$ cat src/rtl/core/ghf_pkg.sv
// ----------------------------------------------------------------------------
// ghf_pkg
// Shared constants for the four-neighbor grid hole fill block.
// ----------------------------------------------------------------------------
package ghf_pkg;

  // Default sizes handed to the top level parameters.
  localparam int MAX_ROW_WIDTH_DEF = 1024;
  localparam int SAMPLE_BITS_DEF   = 32;

  // Fixed port widths.
  localparam int PORT_SAMPLE_W = 32;
  localparam int ROW_WIDTH_W   = 11;
  localparam int CFG_INDEX_W   = 2;
  localparam int CFG_DATA_W    = 32;

  // Quotient bits the averaging divider resolves per cycle.
  localparam int DIV_STEP_BITS = 8;

  // Register indexes of the configuration port.
  localparam logic [CFG_INDEX_W-1:0] REG_ROW_WIDTH      = 2'd0;
  localparam logic [CFG_INDEX_W-1:0] REG_BAD_MARKER     = 2'd1;
  localparam logic [CFG_INDEX_W-1:0] REG_MISSING_MARKER = 2'd2;
  localparam logic [CFG_INDEX_W-1:0] REG_FIX_ENABLE     = 2'd3;

  // Item opcodes.
  localparam logic OP_PUSH  = 1'b0;
  localparam logic OP_DRAIN = 1'b1;

endpackage

$ cat src/rtl/core/ghf_avg_div.sv
// ----------------------------------------------------------------------------
// ghf_avg_div
// Signed divide of a neighbor sum by a count of one to four, truncating
// toward zero, resolving DIV_STEP_BITS quotient bits per cycle.
// ----------------------------------------------------------------------------
module ghf_avg_div import ghf_pkg::*; #(
  parameter int SAMPLE_BITS = SAMPLE_BITS_DEF
) (
  input  logic                   clk_i,
  input  logic                   rst_ni,
  input  logic                   start_i,
  input  logic [SAMPLE_BITS+1:0] sum_i,
  input  logic [2:0]             count_i,
  output logic                   done_o,
  output logic [SAMPLE_BITS-1:0] quot_o
);

  localparam int SW   = SAMPLE_BITS + 2;
  localparam int NCYC = (SW + DIV_STEP_BITS - 1) / DIV_STEP_BITS;
  localparam int PADW = NCYC * DIV_STEP_BITS;
  localparam int CNTW = $clog2(NCYC + 1);

  logic [PADW-1:0] work_q, work_n;
  logic [1:0]      rem_q, rem_n;
  logic [2:0]      den_q;
  logic            neg_q;
  logic [CNTW-1:0] cnt_q;
  logic            done_q;
  logic [2:0]      trial;
  logic [SW-1:0]   mag;
  logic [SW-1:0]   quot_full;

  assign mag = sum_i[SW-1] ? (~sum_i + SW'(1)) : sum_i;

  // Restoring division: the dividend shifts out at the top while the
  // quotient bits shift in at the bottom of the same register.
  always_comb begin
    work_n = work_q;
    rem_n  = rem_q;
    trial  = '0;
    for (int i = 0; i < DIV_STEP_BITS; i++) begin
      trial  = {rem_n, work_n[PADW-1]};
      work_n = {work_n[PADW-2:0], 1'b0};
      if (trial >= den_q) begin
        trial     = trial - den_q;
        work_n[0] = 1'b1;
      end
      rem_n = trial[1:0];
    end
  end

  always_ff @(posedge clk_i or negedge rst_ni) begin
    if (!rst_ni) begin
      cnt_q  <= '0;
      done_q <= 1'b0;
    end else begin
      done_q <= !start_i && (cnt_q == CNTW'(1));
      if (start_i) begin
        cnt_q <= CNTW'(NCYC);
      end else if (cnt_q != '0) begin
        cnt_q <= cnt_q - CNTW'(1);
      end
    end
  end

  always_ff @(posedge clk_i) begin
    if (start_i) begin
      work_q <= PADW'(mag);
      rem_q  <= '0;
      den_q  <= count_i;
      neg_q  <= sum_i[SW-1];
    end else if (cnt_q != '0) begin
      work_q <= work_n;
      rem_q  <= rem_n;
    end
  end

  assign quot_full = neg_q ? (~work_q[SW-1:0] + SW'(1)) : work_q[SW-1:0];
  assign quot_o    = quot_full[SAMPLE_BITS-1:0];
  assign done_o    = done_q;

endmodule

$ cat config.mk
export PLATFORM = sky130hd
export DESIGN_NAME = ghf_avg_div
export DESIGN_NICKNAME = d
export VERILOG_FILES = /design/src/rtl/core/ghf_pkg.sv /design/src/rtl/core/ghf_avg_div.sv
export SDC_FILE = /design/constraint.sdc
export NUM_CORES = 1
export LEC_CHECK = 0
export ABC_AREA = 1
export ABC_CLOCK_PERIOD_IN_PS = 13700
export BUFFER_PORTS_ARGS = -buffer_cell sky130_fd_sc_hd__buf_2
export CORE_MARGIN = 2
export CORE_UTILIZATION = 45
export CTS_CLUSTER_SIZE = 12
export DETAILED_ROUTE_END_ITERATION = 16
export PLACE_DENSITY_LB_ADDON = 0.1
export SLEW_MARGIN = 20
export SYNTH_ARGS = -nofsm -noshare
export SYNTH_HDL_FRONTEND = slang
export SYNTH_SLANG_ARGS = --single-unit
$ cat constraint.sdc
create_clock -name clk_i -period 13.7 [get_ports clk_i]
set_input_delay 0.685 -clock clk_i [delete_from_list [all_inputs] [get_ports clk_i]]
set_output_delay 0.685 -clock clk_i [all_outputs]
set_load 0.1 [all_outputs]
Word level (Yosys, flattened, before mapping)
Index checks and enable logic that the tools add are counted.
{"block": "word_totals", "input_bits": 40, "output_inout_bits": 33, "elab_cells": 55, "ff_bits": 50}
{"block": "classes", "addsub": 11, "n_mux": 22, "n_bitwise": 2, "order_cmp": 8, "n_eq_ne": 1, "reduce_logical": 4}
{"operator": "$mux 34", "n": 3}
{"operator": "$add 34x1->34 const B", "n": 1}
{"operator": "$not 34->34", "n": 1}
{"operator": "$add 32x1->32 const B", "n": 1}
{"operator": "$mux 32", "n": 1}
{"operator": "$not 32->32", "n": 1}
{"operator": "$ge 3x3->1", "n": 8}
{"operator": "$mux 2", "n": 8}
{"operator": "$sub 2x2->2", "n": 8}
{"operator": "$mux 1", "n": 8}
{"operator": "$mux 3", "n": 2}
{"operator": "$eq 3x1->1 const B", "n": 1}
{"operator": "$reduce_bool 3->1", "n": 1}
{"operator": "$sub 3x1->3 const B", "n": 1}
{"operator": "$reduce_bool 2->1", "n": 1}
{"operator": "$logic_and 1x1->1", "n": 1}
{"operator": "$logic_not 1->1", "n": 1}

Logic depth before layout (Yosys ltp)
Gate-level depths: netlist (run 1).
{"block": "depth", "depth_word": 18, "ltp_mapped": 49, "mapped_depth_nobuf": 49}

Least setup slack after synthesis (run 1)
Ideal clock, no wire load.
{"block": "synth_path", "kind": "reg-to-reg", "from": "register den_q[2]", "to": "register rem_q[0]", "path_buffers": 0, "period_less_slack_ns": 7.220, "setup_time_ns": 0.145, "required_ns": 13.555, "setup_slack_ns": 6.480, "arrival_time_ns": 7.075, "path_stages_with_launch": 46, "path_cell_list": "edfxtp_1 > inv_1 > ha_1 > a21oi_1 > o211ai_2 > a21oi_1 > ha_1 > a21oi_1 > nand2_1 > nand2_1 > nand2_1 > o21ai_0 > inv_1 > ha_1 > nand2_1 > o211ai_1 > nand2_1 > o21ai_0 > (+10 left out) > nand2_1 > o21ai_0 > inv_1 > ha_1 > nand2_1 > o211ai_1 > mux2i_1 > ha_1 > a21oi_1 > nand2_1 > nand2_1 > o21ai_0 > ha_1 > nand2_1 > o211ai_1 > nand2_1 > o211ai_1 > o21ai_0"}
{"block": "synth_via", "elab_chain_len": 16, "elab_cells_between_ends": 22, "classes_between": "add/sub (6); order compare (8); mux (8)"}
{"item": "from (decl)", "line_no": "ghf_avg_div.sv:25", "rtl": "logic [2:0] den_q;"}
{"item": "from (signal assigned)", "line_no": "ghf_avg_div.sv:70", "rtl": "den_q <= count_i;"}
{"item": "$ge 3x3->1", "line_no": "ghf_avg_div.sv:44", "rtl": "if (trial >= den_q) begin"}
{"item": "$mux 2", "line_no": "ghf_avg_div.sv:44"}
{"item": "$ge 3x3->1 or $sub 2x2->2 (tied branches)", "line_no": "ghf_avg_div.sv:44, ghf_avg_div.sv:45"}
{"item": "$mux 2", "line_no": "ghf_avg_div.sv:44"}
{"item": "$ge 3x3->1 or $sub 2x2->2 (tied branches)", "line_no": "ghf_avg_div.sv:44, ghf_avg_div.sv:45"}
{"item": "$mux 2", "line_no": "ghf_avg_div.sv:44"}
{"item": "$ge 3x3->1 or $sub 2x2->2 (tied branches)", "line_no": "ghf_avg_div.sv:44, ghf_avg_div.sv:45"}
{"item": "$mux 2", "line_no": "ghf_avg_div.sv:44"}
{"item": "$ge 3x3->1 or $sub 2x2->2 (tied branches)", "line_no": "ghf_avg_div.sv:44, ghf_avg_div.sv:45"}
{"item": "$mux 2", "line_no": "ghf_avg_div.sv:44"}
{"item": "$ge 3x3->1 or $sub 2x2->2 (tied branches)", "line_no": "ghf_avg_div.sv:44, ghf_avg_div.sv:45"}
{"item": "$mux 2", "line_no": "ghf_avg_div.sv:44"}
{"item": "$ge 3x3->1 or $sub 2x2->2 (tied branches)", "line_no": "ghf_avg_div.sv:44, ghf_avg_div.sv:45"}
{"item": "$mux 2", "line_no": "ghf_avg_div.sv:44"}
{"item": "$ge 3x3->1 *", "line_no": "ghf_avg_div.sv:44"}
{"item": "$mux 2 *", "line_no": "ghf_avg_div.sv:44"}
{"item": "to (signal assigned)", "line_no": "ghf_avg_div.sv:74", "rtl": "rem_q <= rem_n;"}
{"item": "to (decl)", "line_no": "ghf_avg_div.sv:24", "rtl": "logic [1:0] rem_q, rem_n;"}
Every way passes the cells marked *; elsewhere a longest branch is shown, timed or not.
A chain may end at the register's enable or synchronous reset.

Worst setup path in the final report (run 1)
Ends and elaborated chain as after synthesis.

==> impl_metrics.env, run 1 <==
export IMPL_cts_hold_buf=0
export IMPL_clk_path_buf_depth=2
export IMPL_critPathMaxStageDelay_ps=370
export IMPL_crit_fanout=8
export IMPL_crit_type="reg2reg"
export IMPL_power_internal_uw=646
export IMPL_clock_power_share=0.072
export IMPL_final_core_util=0.523
export IMPL_die_x_um=108
export IMPL_ys_seq_elements=50
export IMPL_fin_crit_sh=0.614
export IMPL_drive_gt1_frac=0.142
export IMPL_synth_avg_cell_area_um2=6.66
export IMPL_ir_drop_uv=188
export IMPL_synth_area_um2=4850
export IMPL_htreeDepth=2
export IMPL_drt_total_wl_um=14100
export IMPL_skew_ps=10.3
export IMPL_place_area_um2=5310
export IMPL_ios=73
export IMPL_dp_cells=922
export IMPL_fmax_mhz=119
export IMPL_rsz0062_at_grt="false"
export IMPL_antenna_found_initial=0
export IMPL_vias=4902
export IMPL_crit_slowest_cell="edfxtp_1"
export IMPL_grt_overflow_total=0
export IMPL_seq_area_frac_synth=0.289
export IMPL_async_flop_share=0.0800
export IMPL_power_frac_comb=0.757
export IMPL_final_cell_mix="232 x nand2_1, 92 x nor2_1, 72 x inv_1, 72 x buf_2, 66 x nand3_1"
export IMPL_synth_area_top_cells="edfxtp_1 24%, nand2_1 18%, ha_1 7.5%"
export IMPL_yosys_warnings=0
export IMPL_cts_tree="built"
export IMPL_cts_root_buf="clkbuf_8"
export IMPL_core_um2=10400
export IMPL_ff2ff_setup_slack_ps=5290
export IMPL_register_area_um2=1400
export IMPL_synthCells=728
export IMPL_p_seq_frac=0.171
export IMPL_viasPerCell=5.27
export IMPL_holdCritPathClass="in2async"
export IMPL_num_nets_final=862
export IMPL_hold_viol=0
export IMPL_worstPathRequired_ps=13880
export IMPL_initial_utilization=0.467
export IMPL_clk_pin_slew_worst_paths_ps=110
export IMPL_worst_r2r_startpoint="den_q[2]$_DFFE_PP_"
export IMPL_crit_path_start_kind="flip-flop"
export IMPL_stdcell_area_um2=5420
export IMPL_grt_pass1_wl_um=22500
export IMPL_first_iter_violations=296
export IMPL_portBuffers=72
export IMPL_grt_usage=0.249
export IMPL_power_leakage_uw=0.00261
export IMPL_syn_to_final_growth_pct=11.9
export IMPL_dp_hpwl_um=11200
export IMPL_min_period_ps=8410
export IMPL_synth_top_area_cell="edfxtp_1"
export IMPL_max_cap_viol_count=0
export IMPL_powerDensity_nw_per_um2=288
export IMPL_multi_input_area_um2=3060
export IMPL_die_y_um=108
export IMPL_slew_headroom=0.421
export IMPL_first_global_vias=4473
export IMPL_maxSlewViolCount=0
export IMPL_drc=0
export IMPL_ff2ff_path_depth=45
export IMPL_path_common_cell="nand2_1"
export IMPL_design_die_area_um2=11600
export IMPL_cts_sinks=50
export IMPL_p_sw_frac=0.587
export IMPL_clock_latency_ps=310
export IMPL_outcome="complete, no violations"
export IMPL_synthFlopType="edfxtp_1"
export IMPL_synth_nets=797
export IMPL_antennaDiodeCount=0
export IMPL_grt_max_degree=43
export IMPL_dr_pass1_iters=7
export IMPL_power_switching_uw=917
export IMPL_gp_congestion=0.923
export IMPL_ant_nets=0
export IMPL_setup_tns_ps=0
export IMPL_tightest_slew_ps=867
export IMPL_wire_per_inst_um=15.2
export IMPL_mostFrequentLayoutCell="nand2_1"
export IMPL_synth_edf_count=38
export IMPL_cts_resized=0
export IMPL_critPathArrivalTime_ps=8590
export IMPL_yosysTopAreaCellShare=0.235
export IMPL_critical_path_endpoint_type="flip-flop"
export IMPL_finalHoldWorstSlack_ps=152
export IMPL_cts_made_buffers=5
export IMPL_worstReg2RegEnd="rem_q[0]$_SDFFE_PP0P_"
export IMPL_finalSetupViolations=0
export IMPL_fillers=1100
export IMPL_cts_setup_buffers=0
export IMPL_yosys_cell_types_count=38
export IMPL_rows=37
export IMPL_finalNonFillerCells=930
-- how the worst max path moves through the flow --
stage,from,to,slack (ps),cells after the start
2_1_floorplan,den_q[2]$_DFFE_PP_,rem_q[0]$_SDFFE_PP0P_,6480,45
6_report,den_q[2]$_DFFE_PP_,rem_q[0]$_SDFFE_PP0P_,5290,45
4_1_cts,den_q[2]$_DFFE_PP_,rem_q[0]$_SDFFE_PP0P_,5320,45
5_1_grt,den_q[2]$_DFFE_PP_,rem_q[0]$_SDFFE_PP0P_,4540,45
3_5_place_dp,den_q[2]$_DFFE_PP_,rem_q[0]$_SDFFE_PP0P_,5380,45
3_3_place_gp,den_q[2]$_DFFE_PP_,rem_q[0]$_SDFFE_PP0P_,6000,45
-- metal layers --
layer,GRT usage,vias up,wire [µm]
met5,0,-,0
met4,0.0485,0,155
met3,0.0272,14,868
met2,0.417,148,6520
met1,0.349,2226,6590
li1,-,2514,-
-- kinds of logic (layout without fill, tap and decap cells) --
logic type,Yosys count,count (layout),share of synthesized area
simple gates,429,429,0.381
fa+ha+maj,29,29,0.0749
flops,50,50,0.289
buf+inv,96,162,0.0798
xor+xnor,33,33,0.0596
mux,4,4,0.00826
compound gates,87,87,0.107
-- stage by stage --
| step | setup WS (ps) | power, µW |
|---|---|---|
| after global placement | 6000 | 1390 |
| final | 5290 | 1560 |
| after global routing | 4540 | 1700 |
| after floorplan | 6480 | 1230 |
| after CTS | 5320 | 1560 |
| after detailed placement | 5380 | 1440 |
-- power by group through the flow --
| stage | Sequential [µW] | Clock, µW | Combinational (µW) |
|---|---|---|---|
| global placement | 269 | 0 | 1120 |
| detailed placement | 269 | 0 | 1180 |
| floorplan | 253 | 0 | 973 |
| global route | 271 | 120 | 1310 |
| finish | 268 | 112 | 1180 |
| CTS | 266 | 114 | 1180 |
-- layout make-up --
type                            count  area share
Clock inverter                      3     0.00900
Multi-Input combinational cell    582       0.564
Inverter                           80      0.0554
Clock buffer                        5      0.0127
Sequential cell                    50       0.258
Timing Repair Buffer               74      0.0692
Tap cell                          136      0.0314
-- critical path, delay by kind of cell, from the launching register on --
kind / cells / cell delay (ps)
muxes: 1 / 260
adders and majority gates: 8 / 2590
and+or+nand+nor: 14 / 1060
DFF: 1 / 370
buffers and inverters: 5 / 570
AOI/OAI and AO/OA: 17 / 3460
-- registers in the layout (all words and copies together), names as in the netlist --
register  cells
cnt_q         3
neg_q         1
den_q         3
done_o        1
work_q       40
rem_q         2
-- synthesized netlist by cell type (2+ instances only) --
cell type  instances
a21oi_1           15
buf_1              2
buf_2              6
buf_6              2
clkbuf_1           5
dfrtp_1            4
dfxtp_1            8
edfxtp_1          38
ha_1              29
inv_1             72
inv_2              7
mux2i_1            4
nand2_1          232
nand2_2            3
nand2_4            2
nand3_1           66
nand3b_1           7
nand4_1           11
nor2_1            92
nor2_2             5
nor2_4             6
o211ai_1           7
o21ai_0           41
o21ai_1            9
o21ai_4            4
o22ai_1            8
xnor2_1            9
xor2_1            24
Note: power is estimated with default switching activity, not from simulation.
==> inputs of run 2 (changes only) <==
- ABC_CLOCK_PERIOD_IN_PS: 13700 -> 7030
- clock period: 13.7 -> 7.03 ns (I/O delays scaled with it)
==> impl_metrics.env, run 2 (same netlist as run 1, synthesis figures left out) <==
export IMPL_slew_headroom=0.420
export IMPL_grt_overflow_total=0
export IMPL_dp_cells=946
export IMPL_die_x_um=108
export IMPL_grt_max_degree=43
export IMPL_critPathMaxStageDelay_ps=390
export IMPL_final_cell_mix="227 x nand2_1, 91 x nor2_1, 72 x buf_2, 65 x nand3_1, 64 x inv_1"
export IMPL_ios=73
export IMPL_holdCritPathClass="in2reg"
export IMPL_crit_type="reg2reg"
export IMPL_clk_path_buf_depth=2
export IMPL_maxSlewViolCount=0
export IMPL_finalSetupViolations=3
export IMPL_register_area_um2=1400
export IMPL_clock_latency_ps=330
export IMPL_grt_pass1_wl_um=22900
export IMPL_ant_nets=0
export IMPL_worst_slack_ps=-531
export IMPL_multi_input_area_um2=3270
export IMPL_drc=0
export IMPL_finalNonFillerCells=971
export IMPL_cts_tree="built"
export IMPL_path_common_cell="nand2_1"
export IMPL_cts_root_buf="clkbuf_8"
export IMPL_fmax_mhz=132
export IMPL_portBuffers=72
export IMPL_hold_path_depth=1
export IMPL_initial_utilization=0.467
export IMPL_gp_congestion=0.891
export IMPL_clk_pin_slew_worst_paths_ps=120
export IMPL_violations="setup timing"
export IMPL_min_period_ps=7560
export IMPL_finalHoldWorstSlack_ps=186
export IMPL_first_global_vias=4578
export IMPL_vias=5117
export IMPL_die_y_um=108
export IMPL_largest_reg_flops=40
export IMPL_max_cap_viol_count=0
export IMPL_stdcell_area_um2=5950
export IMPL_top_regs="work_q (40), cnt_q (3), den_q (3)"
export IMPL_viasPerCell=5.27
export IMPL_skew_ps=20.5
export IMPL_wire_per_inst_um=15.1
export IMPL_num_nets_final=903
export IMPL_critPathArrivalTime_ps=7770
export IMPL_dr_pass1_iters=6
export IMPL_first_iter_violations=329
export IMPL_htreeDepth=2
export IMPL_dp_hpwl_um=11500
export IMPL_rsz0062_at_grt="true"
export IMPL_critical_path_endpoint_type="flip-flop"
export IMPL_cts_made_buffers=5
export IMPL_crit_fanout=5
export IMPL_setup_tns_ps=-1490
export IMPL_syn_to_final_growth_pct=22.7
export IMPL_fin_crit_sh=1.08
export IMPL_design_die_area_um2=11600
export IMPL_antennaDiodeCount=0
export IMPL_worstPathRequired_ps=7230
export IMPL_cts_sinks=50
export IMPL_core_um2=10400
export IMPL_fillers=1050
export IMPL_drt_total_wl_um=14700
export IMPL_place_area_um2=5590
export IMPL_crit_slowest_cell="edfxtp_1"
export IMPL_outcome="complete, but fails checks"
export IMPL_tightest_slew_ps=869
export IMPL_rows=37
export IMPL_regMostFlops="work_q"
export IMPL_crit_path_start_kind="flip-flop"
export IMPL_ff2ff_path_depth=46
export IMPL_hold_viol=0
export IMPL_drive_gt1_frac=0.228
export IMPL_grt_usage=0.253
export IMPL_antenna_found_initial=0
export IMPL_mostFrequentLayoutCell="nand2_1"
## run 2: cell types whose count changed in the layout (fill, tap and decap cells not counted), sizes merged
cell         change
dlygate4sd3      +1
clkinv           +1
clkinvlp         -1
buf             +40
## run 2: metal layers
layer  up-vias  wire (µm)  GRT usage
li1       2591          -          -
met1      2347       6850      0.365
met2       160       6670      0.404
met3        19        859     0.0194
met4         0        304     0.0751
met5         -          0          0
## run 2: path summary, 6_finish.rpt
kind,start,endpoint,slack [ps]
min in group asynchronous,rst_ni,done_o$_DFF_PN0_,350
worst min-delay path,count_i[0],den_q[0]$_DFFE_PP_,190
worst max-delay path,den_q[1]$_DFFE_PP_,rem_q[0]$_SDFFE_PP0P_,-530
worst min register to register,cnt_q[2]$_DFFE_PN0P_,done_o$_DFF_PN0_,470
max in group asynchronous,rst_ni,cnt_q[1]$_DFFE_PN0P_,6560
worst max register to register,den_q[1]$_DFFE_PP_,rem_q[0]$_SDFFE_PP0P_,-530
## run 2: what timing repair did
item / 4_1_cts / 5_1_grt
resized for setup: 18 / 12
buffers inserted: 10 / 6
endpoints found under the setup margin: 3 / 4
hold buffers: 1 / 0
gates cloned: 0 / 0
endpoints found under the hold margin: 4 / 0
pin swaps: 39 / 28
## run 2: layout make-up
| class | count | share of cell area |
|---|---|---|
| multi-input combinational | 582 | 0.549 |
| clock buffer | 5 | 0.0116 |
| sequential | 50 | 0.236 |
| clock inverter | 3 | 0.00799 |
| timing repair buffer | 115 | 0.116 |
| tap | 136 | 0.0286 |
| inverter | 80 | 0.0509 |
## run 2: critical path, delay by kind of cell, from the launching register on
family	cells	cell delay (ps)
AOI/OAI and AO/OA	16	3020
and+or+nand+nor	15	1160
adders and majority gates	8	2200
DFF	1	390
muxes	1	190
buffers and inverters	6	470
## run 2: stage by stage
stage / setup slack, ps / utilization
final: -531 / 0.574
after CTS: -348 / 0.564
after global routing: -1040 / 0.574
after detailed placement: -528 / 0.539
after global placement: -187 / 0.539
after floorplan: -39.9 / -
Power of run 2 is not shown: default switching activity piles up to over one toggle a cycle in this logic, so the estimate is an artifact.
==> inputs of run 3 (changes only) <==
- ABC_AREA: 1 -> not set
- BUFFER_PORTS_ARGS: -buffer_cell sky130_fd_sc_hd__buf_2 -> -buffer_cell sky130_fd_sc_hd__buf_4
==> impl_metrics.env, run 3 <==
export IMPL_vias=4759
export IMPL_regMostFlops="work_q"
export IMPL_synth_most_common_cell="nand2_1"
export IMPL_violations="setup timing"
export IMPL_clk_path_buf_depth=2
export IMPL_crit_path_start_kind="flip-flop"
export IMPL_yosys_cell_types_count=61
export IMPL_worstReg2RegEnd="rem_q[0]$_SDFFE_PP0P_"
export IMPL_skew_ps=12.6
export IMPL_grt_pass1_wl_um=23100
export IMPL_rows=37
export IMPL_die_x_um=106
export IMPL_htreeDepth=2
export IMPL_max_cap_viol_count=0
export IMPL_clock_latency_ps=330
export IMPL_fillers=933
export IMPL_outcome="complete, but fails checks"
export IMPL_synth_area_top_cells="edfxtp_1 24%, ha_1 7.8%, xnor2_1 6.4%"
export IMPL_viasPerCell=6.04
export IMPL_hp_start="count_i[2]"
export IMPL_syn_to_final_growth_pct=29.8
export IMPL_synth_top_area_cell="edfxtp_1"
export IMPL_ys_seq_elements=50
export IMPL_num_nets_final=720
export IMPL_crit_slowest_cell="edfxtp_1"
export IMPL_critical_path_endpoint_type="flip-flop"
export IMPL_multi_input_area_um2=3220
export IMPL_cts_made_buffers=5
export IMPL_synth_avg_cell_area_um2=8.59
export IMPL_design_die_area_um2=11200
export IMPL_initial_utilization=0.457
export IMPL_wire_per_inst_um=18.2
export IMPL_critPathArrivalTime_ps=7710
export IMPL_seq_area_frac_synth=0.301
export IMPL_grt_max_degree=65
export IMPL_critPathMaxStageDelay_ps=440
export IMPL_worstPathRequired_ps=7260
export IMPL_top_regs="work_q (40), cnt_q (3), den_q (3)"
export IMPL_yosys_warnings=0
export IMPL_ant_nets=0
export IMPL_antennaDiodeCount=0
export IMPL_ios=73
export IMPL_yosysTopAreaCellShare=0.245
export IMPL_final_cell_mix="127 x buf_4, 40 x nand2_1, 38 x edfxtp_1, 34 x xnor2_1"
export IMPL_first_global_vias=4559
export IMPL_drt_total_wl_um=14400
export IMPL_synth_edf_count=38
export IMPL_first_iter_violations=354
export IMPL_crit_type="reg2reg"
export IMPL_clk_pin_slew_worst_paths_ps=110
export IMPL_cts_root_buf="clkbuf_8"
export IMPL_mostFrequentLayoutCell="buf_4"
export IMPL_grt_overflow_total=0
export IMPL_gp_congestion=0.867
export IMPL_synthFlopType="edfxtp_1"
export IMPL_crit_fanout=5
export IMPL_async_flop_share=0.0800
export IMPL_dp_hpwl_um=10200
export IMPL_core_um2=10200
export IMPL_drive_gt1_frac=0.279
export IMPL_synth_nets=611
export IMPL_hold_viol=0
export IMPL_portBuffers=72
export IMPL_die_y_um=106
export IMPL_antenna_found_initial=0
export IMPL_drc=0
export IMPL_cts_sinks=50
export IMPL_finalSetupViolations=3
export IMPL_tightest_slew_ps=807
export IMPL_fin_crit_sh=1.06
export IMPL_largest_reg_flops=40
export IMPL_worst_r2r_startpoint="den_q[0]$_DFFE_PP_"
export IMPL_fmax_mhz=134
export IMPL_register_area_um2=1400
export IMPL_slew_headroom=0.457
export IMPL_grt_usage=0.259
export IMPL_holdCritPathClass="in2reg"
export IMPL_synth_area_um2=4660
export IMPL_ff2ff_path_depth=35
export IMPL_ff2ff_setup_slack_ps=-450
export IMPL_cts_tree="built"
export IMPL_dr_pass1_iters=5
export IMPL_synthCells=542
export IMPL_setup_tns_ps=-1180
export IMPL_maxSlewViolCount=0
export IMPL_min_period_ps=7480
export IMPL_synth_common_cells="40 x nand2_1, 38 x edfxtp_1, 35 x nor2_1"
export IMPL_rsz0062_at_grt="true"
export IMPL_whs_endpoint="den_q[2]$_DFFE_PP_"
export IMPL_hold_path_depth=1
export IMPL_finalHoldWorstSlack_ps=195
export IMPL_worst_slack_ps=-447
## run 3: changes by cell type in the layout (fill, tap and decap cells not counted), moves of 27 or more
cell / change
buf_4: +86
nor2_1: -58
o21ai_0: -27
nand2_1: -187
nand3_1: -50
inv_1: -31
buf_2: -72
## run 3: cell type report
cell class / count / area share
clock buffer: 7 / 0.0178
clock inverter: 1 / 0.00497
inverter: 33 / 0.0205
multi-input combinational: 431 / 0.533
sequential: 50 / 0.232
tap: 136 / 0.0282
timing repair buffer: 130 / 0.164
## run 3: kinds of logic (layout without fill, tap and decap cells)
kind of cell / after synthesis / in the layout / synth area share
DFF: 50 / 50 / 0.301
AOI/OAI and AO/OA: 150 / 150 / 0.230
xor gates and xnor gates: 52 / 52 / 0.0978
adders and majority gates: 29 / 29 / 0.0779
buffers and inverters: 61 / 171 / 0.0513
and+or+nand+nor: 190 / 190 / 0.221
muxes: 10 / 10 / 0.0220
## run 3: layer usage
layer / global-route usage / up-vias / wire length [µm]
met5: 0 / - / 0
met4: 0.0705 / 0 / 255
met3: 0.0340 / 25 / 820
met2: 0.439 / 188 / 6830
met1: 0.349 / 2269 / 6450
li1: - / 2277 / -
## run 3: per-stage QoR
step                std cells  setup slack (ps)   util  area (µm²)
global route              788              -826  0.593        6040
global placement          760              -354  0.551        5610
CTS                       786              -546  0.584        5950
floorplan                 542              -370      -        4730
finish                    788              -447  0.593        6040
detailed placement        760              -611  0.551        5610
## run 3: how the worst max path moves through the flow
stage                            start               endpoint  slack (ps)  depth (start not counted)
floorplan           den_q[0]$_DFFE_PP_  rem_q[0]$_SDFFE_PP0P_        -370                         34
CTS                 den_q[0]$_DFFE_PP_  rem_q[0]$_SDFFE_PP0P_        -550                         34
detailed placement  den_q[0]$_DFFE_PP_  rem_q[1]$_SDFFE_PP0P_        -610                         35
global route        den_q[0]$_DFFE_PP_  rem_q[0]$_SDFFE_PP0P_        -830                         34
finish              den_q[0]$_DFFE_PP_  rem_q[0]$_SDFFE_PP0P_        -450                         35
global placement    den_q[0]$_DFFE_PP_  rem_q[0]$_SDFFE_PP0P_        -350                         35
## run 3: repair_timing
action,CTS,global route
resized for setup,8,18
endpoints found under the setup margin,3,4
pin swaps,22,15
hold buffers,1,0
buffers inserted,17,2
hold endpoints to repair,4,0
cloned,0,0
## run 3: worst max-delay path: cells and delay by family (launching register included)
| family | cells | cell delay [ps] |
|---|---|---|
| AO/OA/AOI/OAI | 21 | 3810 |
| adder cells (fa/ha/maj) | 8 | 2120 |
| buffers and inverters | 1 | 150 |
| flip-flops | 1 | 440 |
| AND/OR/NAND/NOR | 5 | 870 |
Power of run 3 is left out for the same reason.
